`config.mk`:
```
export PLATFORM = sky130hd
export DESIGN_NAME = soat_ctrl
export DESIGN_NICKNAME = d
export VERILOG_FILES = /design/src/hdl/soat_pkg.sv /design/src/hdl/soat_ctrl.sv
export SDC_FILE = /design/constraint.sdc
export NUM_CORES = 1
export LEC_CHECK = 0
export BUFFER_PORTS_ARGS = -buffer_cell sky130_fd_sc_hd__buf_4
export CORE_MARGIN = 2
export CORE_UTILIZATION = 39
export CTS_BUF_LIST = sky130_fd_sc_hd__clkbuf_8 sky130_fd_sc_hd__clkbuf_16
export CTS_CLUSTER_DIAMETER = 150
export DETAILED_ROUTE_END_ITERATION = 12
export GPL_TIMING_DRIVEN = 0
export HOLD_SLACK_MARGIN = 0.15
export PLACE_DENSITY = 0.73
export SLEW_MARGIN = 15
export SYNTH_ARGS = -nofsm -noshare
export SYNTH_HDL_FRONTEND = slang
export SYNTH_SLANG_ARGS = --single-unit
```
`constraint.sdc`:
```
create_clock -name clk -period 1.4 [get_ports clk]
set_input_delay 0.07 -clock clk [delete_from_list [all_inputs] [get_ports clk]]
set_output_delay 0.07 -clock clk [all_outputs]
set_load 0.02 [all_outputs]
```
`src/hdl/soat_pkg.sv`:
```
package soat_pkg;

  localparam int ORD_W = 30;
  localparam int OFF_W = 48;
  localparam int NODE_W = 16;
  localparam int CNT_W = 5;
  localparam int IDX_W = 4;
  localparam int MAX_SHARDS = 16;

  typedef enum logic [1:0] {
    FUNC_LOAD    = 2'd0,
    FUNC_FORWARD = 2'd1,
    FUNC_REVERSE = 2'd2,
    FUNC_NONE    = 2'd3
  } func_t;

  typedef enum logic [0:0] {
    REG_NODE_TOTAL  = 1'd0,
    REG_ENTRY_LIMIT = 1'd1
  } reg_idx_t;

  typedef enum logic [3:0] {
    ST_IDLE,
    ST_LOAD,
    ST_FWD_SCAN,
    ST_FWD_READ,
    ST_FWD_MUL,
    ST_FWD_CHECK,
    ST_REV_READ,
    ST_REV_PREP,
    ST_REV_DIV,
    ST_REV_CHECK,
    ST_FAIL,
    ST_OUT
  } state_t;

  typedef struct packed {
    logic capture;
    logic load;
    logic scan_clear;
    logic scan_step;
    logic read_fwd;
    logic read_rev;
    logic mul_step;
    logic fwd_check;
    logic rev_prep;
    logic div_step;
    logic rev_check;
    logic fail;
    logic out_valid;
  } cmd_t;

  typedef struct packed {
    func_t func;
    logic  load_ok;
    logic  fwd_pre_ok;
    logic  scan_done;
    logic  found;
    logic  mul_done;
    logic  rev_pre_ok;
    logic  div_done;
    logic  out_taken;
  } stat_t;

endpackage

```
`src/hdl/soat_ctrl.sv`:
```
module soat_ctrl (
  input  logic clk,
  input  logic rst,
  input  logic in_valid,
  input  soat_pkg::stat_t stat,
  output soat_pkg::cmd_t cmd,
  output logic in_ready
);

  soat_pkg::state_t state, state_next;

  always_ff @(posedge clk) begin
    if (rst) state <= soat_pkg::ST_IDLE;
    else state <= state_next;
  end

  always_comb begin
    state_next = state;
    cmd = '0;
    in_ready = 1'b0;
    unique case (state)
      soat_pkg::ST_IDLE: begin
        in_ready = 1'b1;
        if (in_valid) begin
          cmd.capture = 1'b1;
          state_next = soat_pkg::ST_LOAD;
        end
      end
      soat_pkg::ST_LOAD: begin
        unique case (stat.func)
          soat_pkg::FUNC_LOAD: begin
            if (stat.load_ok) begin
              cmd.load = 1'b1;
              state_next = soat_pkg::ST_OUT;
            end else state_next = soat_pkg::ST_FAIL;
          end
          soat_pkg::FUNC_FORWARD: begin
            cmd.scan_clear = 1'b1;
            state_next = stat.fwd_pre_ok ? soat_pkg::ST_FWD_SCAN : soat_pkg::ST_FAIL;
          end
          soat_pkg::FUNC_REVERSE: state_next = soat_pkg::ST_REV_READ;
          default: state_next = soat_pkg::ST_FAIL;
        endcase
      end
      soat_pkg::ST_FWD_SCAN: begin
        cmd.scan_step = 1'b1;
        if (stat.scan_done)
          state_next = stat.found ? soat_pkg::ST_FWD_READ : soat_pkg::ST_FAIL;
      end
      soat_pkg::ST_FWD_READ: begin
        cmd.read_fwd = 1'b1;
        state_next = soat_pkg::ST_FWD_MUL;
      end
      soat_pkg::ST_FWD_MUL: begin
        cmd.mul_step = 1'b1;
        if (stat.mul_done) state_next = soat_pkg::ST_FWD_CHECK;
      end
      soat_pkg::ST_FWD_CHECK: begin
        cmd.fwd_check = 1'b1;
        state_next = soat_pkg::ST_OUT;
      end
      soat_pkg::ST_REV_READ: begin
        if (stat.rev_pre_ok) begin
          cmd.read_rev = 1'b1;
          state_next = soat_pkg::ST_REV_PREP;
        end else state_next = soat_pkg::ST_FAIL;
      end
      soat_pkg::ST_REV_PREP: begin
        cmd.rev_prep = 1'b1;
        state_next = soat_pkg::ST_REV_DIV;
      end
      soat_pkg::ST_REV_DIV: begin
        cmd.div_step = 1'b1;
        if (stat.div_done) state_next = soat_pkg::ST_REV_CHECK;
      end
      soat_pkg::ST_REV_CHECK: begin
        cmd.rev_check = 1'b1;
        state_next = soat_pkg::ST_OUT;
      end
      soat_pkg::ST_FAIL: begin
        cmd.fail = 1'b1;
        state_next = soat_pkg::ST_OUT;
      end
      soat_pkg::ST_OUT: begin
        cmd.out_valid = 1'b1;
        if (stat.out_taken) state_next = soat_pkg::ST_IDLE;
      end
      default: state_next = soat_pkg::ST_IDLE;
    endcase
  end

endmodule

```
==> results list <==
- CTS max path bufs: 2
- Arrival time of the worst setup path: 1.50 ns
- Dividing the detail-routed via count by the number of cells gives 5.59.
- The flow ran to the end, but the final reports show violations.
* Cell area after placement: 751 um^2
- Register-to-register setup slack: -0.01 ns
* Most frequent cells in the layout: 32 x sky130_fd_sc_hd__buf_4, 8 x sky130_fd_sc_hd__nor2_1, 7 x sky130_fd_sc_hd__nor3_1
- After layout, the design draws a total of 0.00164 W.
- Setup violations remaining at the end of the flow were counted as 2.
- The critical path runs through a total of 4 cells.
- The path with the worst hold slack has its endpoint at state[0].
- Final critical-path required period: 1.41 ns
- The detailed router finished its first iteration with 21 violations.
- Register containing the most flip-flops in the final layout: state
- FILL cells: 101
- The finished cells cover 935 um^2.
- Among cell families on the critical path, the largest total delay comes from simple AND/OR/NAND/NOR gates.
- Biggest regs: state x4
* Yosys warnings: 0
- Largest net degree at the start of global routing: 11
- Counting flops with an async set or reset pin after synthesis yields a share of 0%.
- Height of the die: 40.5 um
- Final max-slew violation count: 0
- Mapped Nets: 89
* Cell count after synthesis: 76
- The later pin in the worst-skew pair is clocked with a latency of 0.21 ns.
- For this design, the sink count on the clock tree is 4.
- Worst Setup Path Type: flop to flop
- Clock tree from TritonCTS: done
* Total leakage power: 0.412 nW
- Crit Path Max Fanout: 7
* Nature of the critical path startpoint: flop
- After global routing the overflow that remains totals 0.
* Required time reported for the critical path endpoint: 1.49 ns
- For the pin with the worst max-slew slack, the measured transition is 0.349 ns.
* Post-synthesis area per instance: 6.85 um^2
* Total Die Area: 1640 um^2
* Total count of hold-check failures in the final report: 0
- During placement, the flow inserted port buffers numbering 26.
- Horiz. Die Dim: 40.5 um
- In this run the clock root is driven by a sky130_fd_sc_hd__clkbuf_8.
- Once the floorplan was initialized, standard cells occupied 41.0% of the core.
- Max-cap violation count: 0
- Level count of the clock H-tree: 1
- Startpoint of the lowest-slack register-to-register path: state[3]
* I/O pin count: 27
* Via count of the first global-routing pass: 583
- Aggregate routed wire length: 1710 um
- Number of search-and-repair iterations in the first detailed-routing pass: 4
* Total vias in the final route: 704
* Setup repair after global routing missed its margin: yes
- The first global-routing pass estimated 2390 um of wire.
- The largest individual stage delay along the critical path comes from the cell sky130_fd_sc_hd__or4b_4.
- Site row count: 13
- CTS clock-pin slew for the worst setup and hold paths: 0.03 ns
- Violations in the final reports: setup timing
- Crit path setup slack, layout: -0.0106 ns
- Global routing usage summed across all routing layers: 21.4%
* Hpwl dp: 1100 um
- The worst setup path is captured at a flop.
- Tightest slew margin relative to the limit: 76.5%
- Hold wc startpoint: stat[0]
- Worst ir drop on vdd: 1.04 mV
* Routed length per placed instance: 13.6 um
- Slowest Stage Delay on Critical Path: 0.55 ns
- Worst reg2reg endpoint: state[0]
- After floorplanning, the core was sized to cover 1270 um^2.
* Share of layout cells above drive strength 1: 51.4%
* Layout Utilization: 73.7%
* Combined buffer and inverter count along the critical path: 0
- Final Wtd Congestion: 0.840
- Number of flops mapped to enable cells by yosys: 0
- The register with the most flip-flops in the layout has 4 of them.
* Initial antenna violation count: 0
- The worst path uses 101% of the clock period.
- For this design the ratio of total power to cell area is 1760 nW/um^2.
- Netlist area before placement: 520 um^2
- CP Cell Sequence: or4b_4, a2bb2oi_4, nand3_1, a221oi_1
- In this run, CTS created clock tree buffers numbering 3.
- In the routed design, unresolved DRC markers number 0.
- Synthesis instantiated 34 different standard cells from the library.
- The number of antenna diodes in the final layout is 0.
- Flip-flop and latch count after synthesis: 4
- For this run, the post-layout net count is 126.
- For the final database, setup skew stands at 0.00171 ns.
- For this run, the top clock speed supported by timing is 709 MHz.
* Classification of the worst-slack hold path: primary input to flop
* Worst R2R Path Depth: 4
* Dominant register cell in the synthesized netlist: sky130_fd_sc_hd__dfxtp_1
- For this run, the register share of the synthesized area comes to 15.4%.
* Most frequent standard cell in the layout excluding fill and tap cells: sky130_fd_sc_hd__buf_4
- Compared with the post-synthesis result, the final layout area differs by 79.6%.
* Worst hold path stage count: 3
- The count of nets left with antenna violations once routing finished came out at 0.
-- power by group --
part / switching [W] / total [W] / internal, W
registers: 0.0000864 / 0.000262 / 0.000175
clock network: 0.0000545 / 0.000237 / 0.000183
logic: 0.000562 / 0.00114 / 0.000580
total: 0.000702 / 0.00164 / 0.000938
-- synthesized netlist by cell type (2+ instances only) --
cell,instances,share of area [%]
sky130_fd_sc_hd__a21oi_1,5,4.8
sky130_fd_sc_hd__buf_2,5,4.8
sky130_fd_sc_hd__clkbuf_1,2,1.4
sky130_fd_sc_hd__dfxtp_1,4,15
sky130_fd_sc_hd__inv_1,3,2.2
sky130_fd_sc_hd__nand2_1,5,3.6
sky130_fd_sc_hd__nand2b_1,5,6.0
sky130_fd_sc_hd__nor2_1,8,5.8
sky130_fd_sc_hd__nor2b_1,3,3.6
sky130_fd_sc_hd__nor3_1,9,8.7
sky130_fd_sc_hd__nor3b_1,2,2.9
sky130_fd_sc_hd__o21ai_0,3,2.9
-- worst min-delay path, cell delays in order --
cell,delay [ns]
sky130_fd_sc_hd__buf_4,0.09
sky130_fd_sc_hd__nand2b_1,0.10
sky130_fd_sc_hd__a221oi_1,0.08
-- metal layers --
metal | track usage [%] | up-vias | wire, um
li1 | - | 346 | -
met5 | 0 | - | 0
met2 | 34.5 | 24 | 818
met3 | 8.33 | 0 | 116
met4 | 0 | 0 | 0
met1 | 28.4 | 334 | 778
-- cell type report --
class	count	area [um^2]	area share, %
buffer	5	52.6	5.62
multi-input combinational	61	430	46.1
tap	15	18.8	2.01
clock buffer	3	41.3	4.42
sequential	4	92.6	9.91
timing repair buffer	35	288	30.8
inverter	3	11.3	1.20
-- through the flow --
step	std cells	TNS [ns]	setup WS [ns]	hold WS (ns)
after CTS	122	0	0.000352	0.154
after floorplan	76	-0.150	-0.150	0.138
after global routing	126	-0.101	-0.0459	0.159
after detailed placement	117	-0.139	-0.0776	0.276
final	126	-0.0129	-0.0106	0.163
after global placement	117	-0.111	-0.0567	0.271
-- what timing repair did --
item / 4_1_cts / 5_1_grt
hold buffers: 1 / 0
resized for setup: 17 / 13
pin swaps: 3 / 2
setup endpoints to repair: 14 / 12
cloned: 0 / 2
setup buffers: 3 / 3
endpoints found under the hold margin: 4 / 0
-- kinds of logic (layout without fill, tap and decap cells) --
kind of cell           after synthesis  count (layout)  share of synthesized area [%]
buffers and inverters               11              46                           10.6
muxes                                1               1                           1.92
AOI/OAI and AO/OA                   18              18                           26.0
and+or+nand+nor                     42              42                           46.2
DFF                                  4               4                           15.4
-- worst max-delay path by stage --
| stage | slack (ns) | endpoint | start |
|---|---|---|---|
| 2_1_floorplan | -0.15 | cmd[12] | state[1] |
| 3_3_place_gp | -0.06 | state[0] | state[2] |
| 3_5_place_dp | -0.08 | state[0] | state[1] |
| 4_1_cts | 0.0004 | state[1] | state[1] |
| 5_1_grt | -0.05 | state[1] | state[3] |
| 6_report | -0.01 | state[0] | state[3] |
(Power assumes the default switching activity.)
